### src/rtl/core/rcre_pkg.sv
// Package for the range condition rule engine.
// Holds sizes, action and command codes, store entry and item types.
// No dependencies.
package rcre_pkg;

  localparam int MAX_RULES      = 8;
  localparam int CONDS_PER_RULE = 8;
  localparam int ACTS_PER_RULE  = 8;
  localparam int NUM_CHANNELS   = 16;
  localparam int MAX_OUT        = 64;

  localparam int RULE_W = 3;
  localparam int SLOT_W = 3;
  localparam int CNT_W  = 4;
  localparam int CH_W   = 4;
  localparam int ADDR_W = RULE_W + SLOT_W;
  localparam int N_W    = 7;

  localparam int BYTE_CH_END  = 8;
  localparam int BIT_CH_END   = 10;
  localparam int PULSE_CH_END = 12;

  localparam logic [2:0] ACT_SAMPLE = 3'd0;
  localparam logic [2:0] ACT_COND   = 3'd1;
  localparam logic [2:0] ACT_DRIVE  = 3'd2;
  localparam logic [2:0] ACT_COUNTS = 3'd3;
  localparam logic [2:0] ACT_EVAL   = 3'd4;

  localparam logic [1:0] KIND_BYTE  = 2'd0;
  localparam logic [1:0] KIND_BIT   = 2'd1;
  localparam logic [1:0] KIND_PULSE = 2'd2;
  localparam logic [1:0] KIND_NONE  = 2'd3;

  typedef struct packed {
    logic [2:0]  action;
    logic [2:0]  rule_index;
    logic [2:0]  slot;
    logic [3:0]  channel;
    logic [7:0]  sample;
    logic [7:0]  low_bound;
    logic [7:0]  high_bound;
    logic [15:0] drive_value;
    logic [3:0]  condition_count;
    logic [3:0]  actuator_count;
  } in_item_t;

  typedef struct packed {
    logic [1:0]  command_kind;
    logic [3:0]  out_channel;
    logic [15:0] out_value;
    logic [2:0]  source_rule;
    logic        last;
  } result_t;

  typedef struct packed {
    logic [CH_W-1:0] chan;
    logic [7:0]      low;
    logic [7:0]      high;
  } cond_t;

  typedef struct packed {
    logic [CH_W-1:0] chan;
    logic [15:0]     value;
  } act_t;

  localparam result_t NO_ACTION = '{
    command_kind: KIND_NONE,
    out_channel:  4'd0,
    out_value:    16'd0,
    source_rule:  3'd0,
    last:         1'b1
  };

endpackage

### src/rtl/core/rcre_if.sv
// Valid/ready channel interfaces for input items and results.
// Depends on rcre_pkg.
interface rcre_in_if import rcre_pkg::*; ();
  logic     valid;
  logic     ready;
  in_item_t data;

  modport source (output valid, output data, input ready);
  modport sink (input valid, input data, output ready);
endinterface

interface rcre_out_if import rcre_pkg::*; ();
  logic    valid;
  logic    ready;
  result_t data;

  modport source (output valid, output data, input ready);
  modport sink (input valid, input data, output ready);
endinterface

### src/rtl/core/rcre_act_map.sv
// Maps one actuator entry to a command: byte, bit or pulse, or skip.
// Depends on rcre_pkg.
module rcre_act_map import rcre_pkg::*; (
  input  act_t              entry,
  input  logic [RULE_W-1:0] rule,
  output result_t           cmd,
  output logic              skip
);

  always_comb begin
    cmd.out_channel = entry.chan;
    cmd.source_rule = rule;
    cmd.last        = 1'b0;
    skip            = 1'b0;
    if (entry.chan < CH_W'(BYTE_CH_END)) begin
      cmd.command_kind = KIND_BYTE;
      cmd.out_value    = {8'd0, entry.value[7:0]};
    end else if (entry.chan < CH_W'(BIT_CH_END)) begin
      cmd.command_kind = KIND_BIT;
      cmd.out_value    = {8'd0, entry.value[7:0]};
    end else if (entry.chan < CH_W'(PULSE_CH_END)) begin
      cmd.command_kind = KIND_PULSE;
      cmd.out_value    = entry.value;
    end else begin
      cmd.command_kind = KIND_NONE;
      cmd.out_value    = entry.value;
      skip             = 1'b1;
    end
  end

endmodule

### src/rtl/core/range_condition_rule_engine_core.sv
// Range condition rule engine: top level with stores, sequencer and APB register.
// Load items write the sample, condition, actuator or count stores. An evaluate walks the
// active rules in order: each rule reads its conditions and stops at the first that fails;
// if all pass, each actuator entry is mapped to a command, up to 64 results in all, and
// output stalls hold the walk. One item at a time; the next item is taken once the walk ends.
// Reset clears samples, rule counts and active_rules; condition and actuator memories are not.
module range_condition_rule_engine_core import rcre_pkg::*; (
  input  logic        clk,
  input  logic        rst,
  rcre_in_if.sink     in_ch,
  rcre_out_if.source  out_ch,
  input  logic        psel,
  input  logic        penable,
  input  logic        pwrite,
  input  logic [2:0]  paddr,
  input  logic [31:0] pwdata,
  output logic [31:0] prdata,
  output logic        pready
);

  localparam logic [2:0] S_IDLE = 3'd0;
  localparam logic [2:0] S_RULE = 3'd1;
  localparam logic [2:0] S_COND = 3'd2;
  localparam logic [2:0] S_ACT  = 3'd3;
  localparam logic [2:0] S_EMIT = 3'd4;
  localparam logic [2:0] S_FIN  = 3'd5;

  logic [2:0]       state;
  logic [CNT_W-1:0] active_rules;
  logic [7:0]       sample_store [NUM_CHANNELS];
  logic [CNT_W-1:0] rule_conds [MAX_RULES];
  logic [CNT_W-1:0] rule_acts [MAX_RULES];
  cond_t            cond_mem [MAX_RULES*CONDS_PER_RULE];
  act_t             act_mem [MAX_RULES*ACTS_PER_RULE];
  cond_t            cond_rd;
  act_t             act_rd;

  logic [CNT_W-1:0] r;
  logic [CNT_W-1:0] cidx;
  logic [CNT_W-1:0] aidx;
  logic             pend;
  logic [N_W-1:0]   n;
  result_t          hold;
  logic             hold_valid;
  result_t          out_data;
  logic             out_valid;

  in_item_t         item;
  logic             in_fire;
  logic [CNT_W-1:0] nrules;
  logic [CNT_W-1:0] cond_cnt;
  logic [CNT_W-1:0] act_cnt;
  logic [7:0]       cur_sample;
  logic             cond_pass;
  result_t          act_cmd;
  logic             act_skip;
  logic             can_emit;
  logic             fin_go;
  logic             out_load;
  logic             cfg_wr;

  assign item      = in_ch.data;
  assign in_ch.ready = (state == S_IDLE);
  assign in_fire   = in_ch.valid && in_ch.ready;
  assign out_ch.valid = out_valid;
  assign out_ch.data  = out_data;

  assign pready = 1'b1;
  assign cfg_wr = psel && penable && pwrite && pready && !paddr[2];
  assign prdata = paddr[2] ? 32'd0 : {28'd0, active_rules};

  assign nrules     = (active_rules > CNT_W'(MAX_RULES)) ? CNT_W'(MAX_RULES) : active_rules;
  assign cond_cnt   = rule_conds[r[RULE_W-1:0]];
  assign act_cnt    = rule_acts[r[RULE_W-1:0]];
  assign cur_sample = sample_store[cond_rd.chan];
  assign cond_pass  = (cur_sample >= cond_rd.low) && (cur_sample <= cond_rd.high);
  assign can_emit   = !hold_valid || !out_valid || out_ch.ready;
  assign fin_go     = !out_valid || out_ch.ready;
  assign out_load   = (state == S_EMIT && !act_skip && can_emit && hold_valid) ||
                      (state == S_FIN && fin_go);

  rcre_act_map u_act_map (
    .entry (act_rd),
    .rule  (r[RULE_W-1:0]),
    .cmd   (act_cmd),
    .skip  (act_skip)
  );

  always_ff @(posedge clk) begin
    if (in_fire && item.action == ACT_COND) begin
      cond_mem[{item.rule_index, item.slot}] <= '{
        chan: item.channel, low: item.low_bound, high: item.high_bound};
    end
    cond_rd <= cond_mem[{r[RULE_W-1:0], cidx[SLOT_W-1:0]}];
  end

  always_ff @(posedge clk) begin
    if (in_fire && item.action == ACT_DRIVE) begin
      act_mem[{item.rule_index, item.slot}] <= '{chan: item.channel, value: item.drive_value};
    end
    act_rd <= act_mem[{r[RULE_W-1:0], aidx[SLOT_W-1:0]}];
  end

  always_ff @(posedge clk) begin
    if (rst) begin
      active_rules <= '0;
    end else if (cfg_wr) begin
      active_rules <= pwdata[CNT_W-1:0];
    end
  end

  always_ff @(posedge clk) begin
    if (rst) begin
      for (int i = 0; i < NUM_CHANNELS; i++) sample_store[i] <= 8'd0;
      for (int i = 0; i < MAX_RULES; i++) begin
        rule_conds[i] <= '0;
        rule_acts[i]  <= '0;
      end
    end else if (in_fire) begin
      if (item.action == ACT_SAMPLE) begin
        sample_store[item.channel] <= item.sample;
      end
      if (item.action == ACT_COUNTS) begin
        rule_conds[item.rule_index] <= (item.condition_count > CNT_W'(CONDS_PER_RULE)) ?
                                       CNT_W'(CONDS_PER_RULE) : item.condition_count;
        rule_acts[item.rule_index]  <= (item.actuator_count > CNT_W'(ACTS_PER_RULE)) ?
                                       CNT_W'(ACTS_PER_RULE) : item.actuator_count;
      end
    end
  end

  always_ff @(posedge clk) begin
    if (rst) begin
      state      <= S_IDLE;
      r          <= '0;
      cidx       <= '0;
      aidx       <= '0;
      pend       <= 1'b0;
      n          <= '0;
      hold_valid <= 1'b0;
      out_valid  <= 1'b0;
    end else begin
      if (out_ch.ready && !out_load) out_valid <= 1'b0;
      case (state)
        S_IDLE: begin
          if (in_fire && item.action == ACT_EVAL) begin
            r          <= '0;
            n          <= '0;
            hold_valid <= 1'b0;
            state      <= S_RULE;
          end
        end
        S_RULE: begin
          if (r >= nrules || n == N_W'(MAX_OUT)) begin
            state <= S_FIN;
          end else begin
            cidx  <= '0;
            pend  <= 1'b0;
            state <= S_COND;
          end
        end
        S_COND: begin
          if (pend && !cond_pass) begin
            pend  <= 1'b0;
            r     <= r + 1'b1;
            state <= S_RULE;
          end else if (cidx < cond_cnt) begin
            cidx <= cidx + 1'b1;
            pend <= 1'b1;
          end else if (pend) begin
            pend <= 1'b0;
          end else begin
            aidx  <= '0;
            state <= S_ACT;
          end
        end
        S_ACT: begin
          if (aidx >= act_cnt || n == N_W'(MAX_OUT)) begin
            r     <= r + 1'b1;
            state <= S_RULE;
          end else begin
            state <= S_EMIT;
          end
        end
        S_EMIT: begin
          if (act_skip) begin
            aidx  <= aidx + 1'b1;
            state <= S_ACT;
          end else if (can_emit) begin
            if (hold_valid) begin
              out_data  <= hold;
              out_valid <= 1'b1;
            end
            hold       <= act_cmd;
            hold_valid <= 1'b1;
            n          <= n + 1'b1;
            aidx       <= aidx + 1'b1;
            state      <= S_ACT;
          end
        end
        S_FIN: begin
          if (fin_go) begin
            if (hold_valid) begin
              out_data <= '{
                command_kind: hold.command_kind,
                out_channel:  hold.out_channel,
                out_value:    hold.out_value,
                source_rule:  hold.source_rule,
                last:         1'b1
              };
            end else begin
              out_data <= NO_ACTION;
            end
            out_valid  <= 1'b1;
            hold_valid <= 1'b0;
            state      <= S_IDLE;
          end
        end
        default: begin
          state <= S_IDLE;
        end
      endcase
    end
  end

  a_n_bound: assert property (@(posedge clk) disable iff (rst)
    n <= N_W'(MAX_OUT))
    else $error("result count beyond limit");

  a_hold_idle: assert property (@(posedge clk) disable iff (rst)
    (state == S_IDLE) |-> !hold_valid)
    else $error("held result left over after evaluate");

  a_fin_last: assert property (@(posedge clk) disable iff (rst)
    (state == S_FIN && fin_go) |=> (out_valid && out_data.last))
    else $error("final transfer not marked last");

endmodule

### src/flat_wrapper.sv
// flat-port wrapper written by rule: the top's interface ports become plain ports
module range_condition_rule_engine_core_flat import rcre_pkg::*;
  (clk, rst, psel, penable, pwrite, paddr, pwdata, prdata, pready, in_ch_valid, in_ch_data, in_ch_ready, out_ch_valid, out_ch_data, out_ch_ready);
  rcre_in_if in_ch_i ();
  rcre_out_if out_ch_i ();
  input  logic clk;
  input  logic rst;
  input  logic psel;
  input  logic penable;
  input  logic pwrite;
  input  logic [2:0] paddr;
  input  logic [31:0] pwdata;
  output logic [31:0] prdata;
  output logic pready;
  input wire logic [$bits(in_ch_i.valid)-1:0] in_ch_valid;
  input wire logic [$bits(in_ch_i.data)-1:0] in_ch_data;
  output wire logic [$bits(in_ch_i.ready)-1:0] in_ch_ready;
  output wire logic [$bits(out_ch_i.valid)-1:0] out_ch_valid;
  output wire logic [$bits(out_ch_i.data)-1:0] out_ch_data;
  input wire logic [$bits(out_ch_i.ready)-1:0] out_ch_ready;
  assign in_ch_i.valid = in_ch_valid;
  assign in_ch_i.data = in_ch_data;
  assign in_ch_ready = in_ch_i.ready;
  assign out_ch_valid = out_ch_i.valid;
  assign out_ch_data = out_ch_i.data;
  assign out_ch_i.ready = out_ch_ready;
  range_condition_rule_engine_core u_core (.clk(clk), .rst(rst), .in_ch(in_ch_i), .out_ch(out_ch_i), .psel(psel), .penable(penable), .pwrite(pwrite), .paddr(paddr), .pwdata(pwdata), .prdata(prdata), .pready(pready));
endmodule
### config.mk
export PLATFORM = sky130hd
export DESIGN_NAME = range_condition_rule_engine_core_flat
export DESIGN_NICKNAME = d
export VERILOG_FILES = /design/src/rtl/core/rcre_pkg.sv /design/src/rtl/core/rcre_if.sv /design/src/rtl/core/rcre_act_map.sv /design/src/rtl/core/range_condition_rule_engine_core.sv /design/src/flat_wrapper.sv
export SDC_FILE = /design/constraint.sdc
export NUM_CORES = 2
export LEC_CHECK = 0
export BUFFER_PORTS_ARGS = -buffer_cell sky130_fd_sc_hd__buf_2
export CORE_ASPECT_RATIO = 0.7
export CORE_MARGIN = 4
export CORE_UTILIZATION = 38
export CTS_CLUSTER_DIAMETER = 30
export DETAILED_ROUTE_END_ITERATION = 10
export HOLD_SLACK_MARGIN = 0.08
export PLACE_DENSITY = 0.61
export SETUP_SLACK_MARGIN = 0.1
export SLEW_MARGIN = 10
export SYNTH_ARGS = -nofsm -noshare
export SYNTH_HDL_FRONTEND = slang
export SYNTH_SLANG_ARGS = --single-unit
### constraint.sdc
create_clock -name clk -period 9.75 [get_ports clk]
set_input_delay 1.95 -clock clk [delete_from_list [all_inputs] [get_ports clk]]
set_output_delay 1.95 -clock clk [all_outputs]
set_load 0.02 [all_outputs]
==> run metrics <==
syn avg cell area=22.9 µm²; detailed placement HPWL=151 mm; routed vias=52500; peak supply drop=0.172 mV; slew at the pin closest to its max-slew limit=1.34 ns; Tmin final=4.57 ns; PnR worst setup slack=5.18 ns; multi-input gate area in the final layout=0.0244 mm²; max_cap viols=0; setup_tns=0 ns; Max Fanout on Critical Path=32; Leakage=41.3 nW; I/O pin cnt=164; most frequent CP cell=mux4_2; Finished Layout Cells=9557; Fin. Hold Viols=0; fin nets=5464; CP endpoint kind=register; CP Cell Sequence=buf_4 > mux4_2 > mux4_2 > ha_1 > a211oi_1 > nor2_1 > o31ai_1 > nor3_1 > or3_4 > or3b_2 > a31oi_1; Hold Buf Count CTS=0; post_cts resized=0; final max-slew violation count=0; total grt overflow=0; core area=0.290 mm²; CTS tree=built; Finished Cell Area=0.132 mm²; Worst-path clk slew=0.05 ns; asr flop ratio synth=0%; area of the die=0.301 mm²; sequential-to-total area share from yosys stat=77.2%; drt drc=0; total power=31.2 mW; All-Layer GR Usage=17.9%; number of buffers and inverters on the critical path=1; Hold Path Class=register to register; CP Class=register to register; Final ANT Viol Nets=0; floorplan row count=165; chip width=654 µm; Initial Util=38.3%; DR iter-0 viols=6007; top cell family by delay on the critical path=simple AND/OR/NAND/NOR gates; Synth cell types=67; EDFF count, synth=2803; Yosys top cell area share=75.9%; # H-tree levels=5; clock sink count=2875; Mapped Cells=4835; Skew-Pair Late Insertion Delay=0.91 ns; Die Y=460 µm; drt pass-1 iters=5; top cells by area, synth=edfxtp_1 (76%), mux4_2 (17%), dfxtp_1 (1.3%); Finished Core Util=45.7%; Final Wtd Congestion=0.833; Yosys warnings=0; status=finished clean; Final setup viols=0; CTS max path bufs=4; Most used DFF post-synth=edfxtp_1; fmax=219 MHz; first-pass GRT wire length=387 mm; CP Data Required Time=10.51 ns; routed wire length=272 mm; WHS=0.400 ns; Layout area overhead=19.2%; vias in the first global route=53400; Inserted Clock Buffers=440; Worst path max stage delay=0.65 ns; # Post-CTS Setup Buffers=0; FF+latch area=0.0856 mm²; Data arrival, critical path=5.33 ns; number of fill cells=23700; RSZ-0062 raised after global routing=no; Power Density=236 mW/mm²; Slowest-stage cell, CP=mux4_2; # port buffers=104; fraction of layout cells with a size suffix above 1=35.8%; initial antenna violation count=22; vias per std cell=5.49; Setup WS pre-CTS=4.58 ns; Max-slew headroom=10.9%; Cell Area, Placed=0.117 mm²; #FFs+latches synth=2875; largest net degree at the start of global routing=126; WL per Instance=28.5 µm; Placed Cells=8727; ratio of final minimum period to clock period=46.9%; Critical Path Start Type=register; Synth area leader=edfxtp_1; Post-Syn Area=0.111 mm²; clk root buf=clkbuf_16; clock skew=0.0758 ns
[path summary, 6_finish.rpt]
kind | startpoint | to | slack, ns | cells past startpoint
setup / recovery | u_core.cond_rd[16]$_DFF_P_ | u_core.cidx[2]$_SDFFE_PP0P_ | 5.18 | 11
hold / removal | u_core.act_rd[5]$_DFF_P_ | u_core.hold[9]$_DFFE_PP_ | 0.40 | 0
setup reg to reg | u_core.cond_rd[16]$_DFF_P_ | u_core.cidx[2]$_SDFFE_PP0P_ | 5.18 | 11
hold reg to reg | u_core.act_rd[5]$_DFF_P_ | u_core.hold[9]$_DFFE_PP_ | 0.40 | 0
[cells in the mapped netlist, types with 3 or more instances]
cell and number:
a22oi_1 81, mux2i_1 12, nand3b_1 6, or3_1 6
buf_4 30, or2_2 20, edfxtp_1 2803, nor2_1 239
and2_1 139, ha_1 32, mux4_2 856, buf_2 68
nand2_1 85, inv_1 33, nor3b_1 4, nand3_1 8
and3_1 4, a21o_1 3, and3b_1 3, nor3_1 8
a21oi_1 16, o21a_1 4, buf_1 24, o21ai_0 14
and4_1 3, xor2_1 5, nand4b_1 3, nand2b_1 16
clkbuf_1 154, nand4_1 3, nor2b_1 35, or3b_2 4
dfxtp_1 72
[where the power goes]
| part | leakage [nW] | internal [mW] | switching, mW |
|---|---|---|---|
| Sequential | 26.0 | 13.6 | 0.0789 |
| Clock | 7.25 | 10.2 | 5.54 |
| Combinational | 7.96 | 0.738 | 0.934 |
[kinds of logic (layout without fill, tap and decap cells)]
logic type      count (synthesis)  after routing  share of synthesized area, %
compound gates                140            140                         0.908
xor+xnor                        7              7                        0.0553
fa+ha+maj                      32             32                         0.361
buf+inv                       310           1152                          1.23
flops                        2875           2875                          77.2
mux                           869            869                          17.5
other cells                     2             41                       0.00677
simple gates                  600            600                          2.75
[area by class of cell]
class                      count  area share [%]
antenna                       12          0.0227
clock buffer                 498            8.62
multi-input combinational   1677            18.5
timing repair buffer         302            1.63
inverter                      33          0.0937
sequential                  2875            64.8
tap                         3841            3.63
clock inverter               319            2.78
[registers in the layout (all words and copies together) (netlist names), named ones only]
| signal | cells |
|---|---|
| u_core.hold_valid | 1 |
| u_core.r | 4 |
| u_core.hold | 25 |
| u_core.cond_mem | 1280 |
| u_core.active_rules | 4 |
| u_core.aidx | 4 |
| u_core.n | 7 |
| u_core.act_rd | 20 |
| u_core.rule_acts | 32 |
| u_core.out_ch.data | 26 |
| u_core.pend | 1 |
| u_core.cond_rd | 20 |
| u_core.cidx | 4 |
| u_core.sample_store | 128 |
| u_core.rule_conds | 32 |
| u_core.act_mem | 1280 |
| u_core.state | 3 |
| u_core.out_ch.valid | 1 |
[placed cells by master, fill, tap and decap left out, types with 5 or more instances in the layout]
cell type and instances:
clkinv_1 73, nor2_2 131, nand3_1 7, buf_4 205, or3_1 6, edfxtp_1 2803
clkinvlp_4 46, conb_1 29, nand3b_1 6, clkbuf_1 48, buf_2 88, xor2_1 5
a22oi_1 81, and2_1 138, dfxtp_4 7, clkbuf_16 446, a21oi_1 16, nand2_1 85
clkinv_2 65, nor2_1 107, nor3_1 7, inv_1 33, ha_1 32, mux4_2 856
or2_2 20, inv_6 33, nor2b_1 33, buf_12 9, clkinv_4 23, bufinv_16 69
nand2b_1 16, clkinv_8 6, dfxtp_1 64, diode_2 12, o21ai_0 14, mux2i_1 12
[metal layers]
layer | GRT usage (%) | vias up | part of all wire (%) | wire length (µm)
li1 | - | 21500 | - | -
met1 | 26.4 | 28200 | 43 | 117000
met2 | 26.4 | 2306 | 45 | 122000
met3 | 4.52 | 439 | 9.4 | 25600
met4 | 5.30 | 2 | 2.8 | 7680
met5 | 0 | - | 0.0026 | 7
[worst reg2reg max path: stages, from the launching register on]
cell	delay, ns
dfxtp_2	0.31
buf_4	0.52
mux4_2	0.70
mux4_2	0.56
ha_1	0.33
a211oi_1	0.20
nor2_1	0.09
o31ai_1	0.49
nor3_1	0.20
or3_4	0.47
or3b_2	0.47
a31oi_1	0.16
Note: power is estimated with default switching activity, not from simulation.
